===== src/rtl/rbs_ram.sv =====
// rbs_ram: generic simple dual-port ram, one write port, one read port
// with registered read data; no dependencies
module rbs_ram #(
    parameter int WIDTH = 8,
    parameter int DEPTH = 16
) (
    input  logic                     i_clk,
    input  logic                     i_we,
    input  logic [$clog2(DEPTH)-1:0] i_waddr,
    input  logic [WIDTH-1:0]         i_wdata,
    input  logic [$clog2(DEPTH)-1:0] i_raddr,
    output logic [WIDTH-1:0]         o_rdata
);

    logic [WIDTH-1:0] r_mem [DEPTH];
    logic [WIDTH-1:0] r_rdata;

    always_ff @(posedge i_clk) begin
        if (i_we) begin
            r_mem[i_waddr] <= i_wdata;
        end
        r_rdata <= r_mem[i_raddr];
    end

    assign o_rdata = r_rdata;

endmodule


===== config.mk =====
export PLATFORM = sky130hd
export DESIGN_NAME = rbs_ram
export DESIGN_NICKNAME = d
export VERILOG_FILES = /design/src/rtl/rbs_ram.sv
export SDC_FILE = /design/constraint.sdc
export NUM_CORES = 1
export LEC_CHECK = 0
export CAP_MARGIN = 20
export CELL_PAD_IN_SITES_DETAIL_PLACEMENT = 1
export CELL_PAD_IN_SITES_GLOBAL_PLACEMENT = 1
export CORE_MARGIN = 4
export CORE_UTILIZATION = 25
export CTS_CLUSTER_SIZE = 24
export DETAILED_ROUTE_END_ITERATION = 12
export DONT_BUFFER_PORTS = 1
export PLACE_DENSITY_LB_ADDON = 0.15
export SLEW_MARGIN = 20
export SYNTH_ARGS = -nofsm -noshare
export SYNTH_HDL_FRONTEND = slang
export SYNTH_SLANG_ARGS = --single-unit

===== constraint.sdc =====
create_clock -name i_clk -period 5.7 [get_ports i_clk]
set_input_delay 1.14 -clock i_clk [delete_from_list [all_inputs] [get_ports i_clk]]
set_output_delay 1.14 -clock i_clk [all_outputs]
set_load 0.01 [all_outputs]

**Word level (Yosys, flattened, before mapping)**

Memories as Yosys holds them, arrays and structs flattened. A register that Yosys moved wholly into a read port is not among the register bits.
Cells that the tools add are included.

- Multiplexer cells: 2

Operators with widths:

| operator | count |
|---|---|
| 1-bit 2-to-1 mux | 2 |

- Register bits after elaboration: 0
- Bits of input ports: 18
- Output and inout port bits: 8
- Memories kept: 1
- Memory bits (writable): 128

Memory list:

| memory | depth | width | rd ports | clocked after Yosys merged registers in | write ports | RTL line | RTL |
|---|---|---|---|---|---|---|---|
| r_mem | 16 | 8 | 1 | 1 | 1 | 15 | `logic [WIDTH-1:0] r_mem [DEPTH];` |

**Longest topological paths before layout**

- Depth after elaboration: 2
- Depth in mapped cells: 5

**Worst setup path before layout**

Ideal clock, no wire load.

- Kind: input to register
- From: input i_waddr[2]
- To: memory r_mem[0][0] (enable)
- Data required time: 5.317 ns
- Stages: 2
- Path slack: 3.067 ns
- Setup time: 0.383 ns
- Arrival time: 2.250 ns
- Path through: or3b_2 nor3_1

RTL lines:

| item | RTL line | RTL |
|---|---|---|
| start, declared | 9 | `input logic [$clog2(DEPTH)-1:0] i_waddr,` |
| end, declared | 15 |  |

No word-level cell before the write port.

**Final worst setup path**

- From: input i_waddr[2]
- To: memory r_mem[3][5] (enable)

No word-level cell before the write port.

==> results.yml <==
finish:
  ratio_of_cells_with_drive_above_1_in_the_final_layout: 0.181
  diodes: 0
  nets: 260
  area_growth_syn_to_layout_pct: 15.2
  multi_input_comb_area_um2: 1060
  fillerInstances: 2050
  most_common_cell_after_layout_fill_and_taps_aside: "edfxtp_1"
  fin_util: 0.293
  mostFrequentLayoutCells: "128 x edfxtp_1, 18 x mux4_2, 17 x clkbuf_16"
  sequential_standard_cell_area_um2: 4000
pwr:
  power_density_nw_per_um2: 361
  clkPwrFrac: 0.444
  comb_power_share: 0.029
  switching_share_of_power: 0.197
  netSwitchingPower_mw: 0.423
  seq_power_share: 0.526
  maximum_ir_drop_on_the_vdd_rail_uv: 171
  internal_power_mw: 1.72
  report.power.total_mw: 2.14
  p_leak_nw: 1.86
sta:
  setup_ws_ns: 3.45
  fmaxAchievable_mhz: 445
  final_critical_path_required_period_ns: 2.25
  worst_clock_skew_ns: 0.00750
  rsz0062_at_grt: "false"
  final_max_slew_viol_count: 0
  timing.final.setup_violations: 0
  min_period_over_period: 0.395
  hold_viol_final: 0
  headroom_to_the_max_slew_limit: 0.365
  timing.setup.tns_ns: 0
  worst_pin_slew_ns: 0.950
synthesis:
  synthesis.instances: 229
  yosys_warnings: 0
  synth_seq_cells: 136
  yosys.cell_types.count: 19
  synthesis.area_um2: 5150
  ys_dominant_reg_cell: "edfxtp_1"
  synth_enable_flop_cells: 128
  synth-seq-area-share: 0.778
  synthArstFlopShare: 0
  synth_fp_nets: 247
  mean_instance_size_in_the_synthesized_netlist_um2: 22.5
worst_setup_path:
  worstSetupStartpointType: "input port"
  crit_path_max_fanout: 8
  critical-path-slowest-cell: "nor2_1"
  worstPathRequired_ns: 5.74
  timing.critical_path.slowest_cell_delay_ns: 0.63
  critPathKind: "in -> reg"
  total_buffers_and_inverters_traversed_by_the_critical_path: 0
  cp-end-kind: "flop"
  timing.critical_path.arrival_ns: 2.29
  worstPathCellList: "or3b_2, nor2_1"
  critical-path-top-delay-family: "simple AND/OR/NAND/NOR gates"
clock_tree:
  post_cts.repair.setup_buffers: 0
  clock_tree.buffer_depth: 2
  cts_root_buffer: "clkbuf_16"
  h-tree-depth: 4
  cts.sink_count: 136
  cts-resized-gates: 0
  postCtsHoldBufs: 0
  insertion_delay_ns: 0.42
  path_clk_slew_ns: 0.06
  number_of_buffers_created_by_cts: 17
  tritoncts_clock_tree: "done"
global_routing:
  globalRouteTotalUtil: 0.111
  initial_antenna_violation_count: 0
  grt_overflow: 0
  maximum_number_of_pins_on_one_net_before_global_route_repair: 33
  grt_pass1_vias: 2407
  first_pass_grt_wire_length_um: 17000
drt:
  drt-initial-drc-count: 147
  routed_wl_um: 11900
  wl_per_cell_um: 22.6
  remaining_drc_errors: 0
  post_drt_via_cell_ratio: 4.28
  detailroute.via_count: 2243
  antenna_left: 0
  dr.pass1.iters: 4
die:
  num_io_pins: 26
  std_cell_rows: 52
  dieArea_um2: 22900
  floorplan.initialDensity: 0.254
  die_w_um: 151
  dieHeight_um: 151
  design.core.area_um2: 20200
placement:
  post-place-ws_ns: 2.94
  dpl.hpwl_um: 7340
  routability_driven_placement_congestion_ratio: 0.669
  buffer_ports.inserted: 0
worst_hold_path:
  worstHoldPathType: "reg -> reg"
outcome:
  status: "finished clean"
flow_run:
  cap_violations: 0
[metal layers]
metal  routed length [um]  up-vias  part of all wire  GRT usage
met5                    0        -                 0          0
met4                  183        0             0.015     0.0404
met3                  575       15             0.048     0.0419
met2                 5840       37              0.49      0.170
met1                 5260     1191              0.44      0.143
li1                     -     1000                 -          -
[kinds of logic (layout without fill, tap and decap cells)]
group | count (synthesis) | count (layout) | synth area share
compound gates | 16 | 16 | 0.0233
flops | 136 | 136 | 0.778
mux | 32 | 32 | 0.150
simple gates | 35 | 35 | 0.0318
buf+inv | 10 | 35 | 0.0168
[through the flow]
step / std cells / hold WS (ns) / cell area (um^2)
floorplan: 229 / 0.629 / 5150
global placement: 493 / 0.666 / 5430
detailed placement: 493 / 0.671 / 5430
CTS: 524 / 0.682 / 5930
global route: 524 / 0.729 / 5930
finish: 524 / 0.670 / 5930
[cell type report]
class,count,area share
Timing Repair Buffer,4,0.00506
Multi-Input combinational cell,83,0.178
Clock inverter,6,0.00464
Clock buffer,25,0.0802
Sequential cell,136,0.675
Tap cell,270,0.0570
[power by group through the flow]
stage               Combinational, mW  Sequential, mW  Clock (mW)
floorplan                      0.0568            1.15           0
global placement               0.0655            1.15           0
detailed placement             0.0658            1.15           0
CTS                            0.0660            1.13       0.977
global route                   0.0691            1.13        1.02
finish                         0.0627            1.13       0.953
[sequential cells by signal, indices dropped and copies added, names as in the netlist]
signal / flops
o_rdata: 8
r_mem: 128
[final timing paths]
path                start          end  slack (ns)  cells after the start
min          r_mem[15][0]   o_rdata[0]        0.67                      3
max            i_waddr[2]  r_mem[3][5]        3.45                      2
max reg2reg   r_mem[0][6]   o_rdata[6]        4.18                      3
min reg2reg  r_mem[15][0]   o_rdata[0]        0.67                      3
[cells in the mapped netlist (2+ instances only)]
cell type        count  area, um^2
nand2b_1             2        12.5
a22oi_1             16         120
dfxtp_1              8         160
buf_6                3        33.8
nand2_1              9        33.8
nand3b_1             2        15.0
nor3_1               4        20.0
mux4_2              18         405
mux4_1              14         368
nor2_1              13        48.8
edfxtp_1           128        3840
clkdlybuf4s25_2      3        30.0
buf_2                3        15.0
Note: power is estimated with default switching activity, not from simulation.
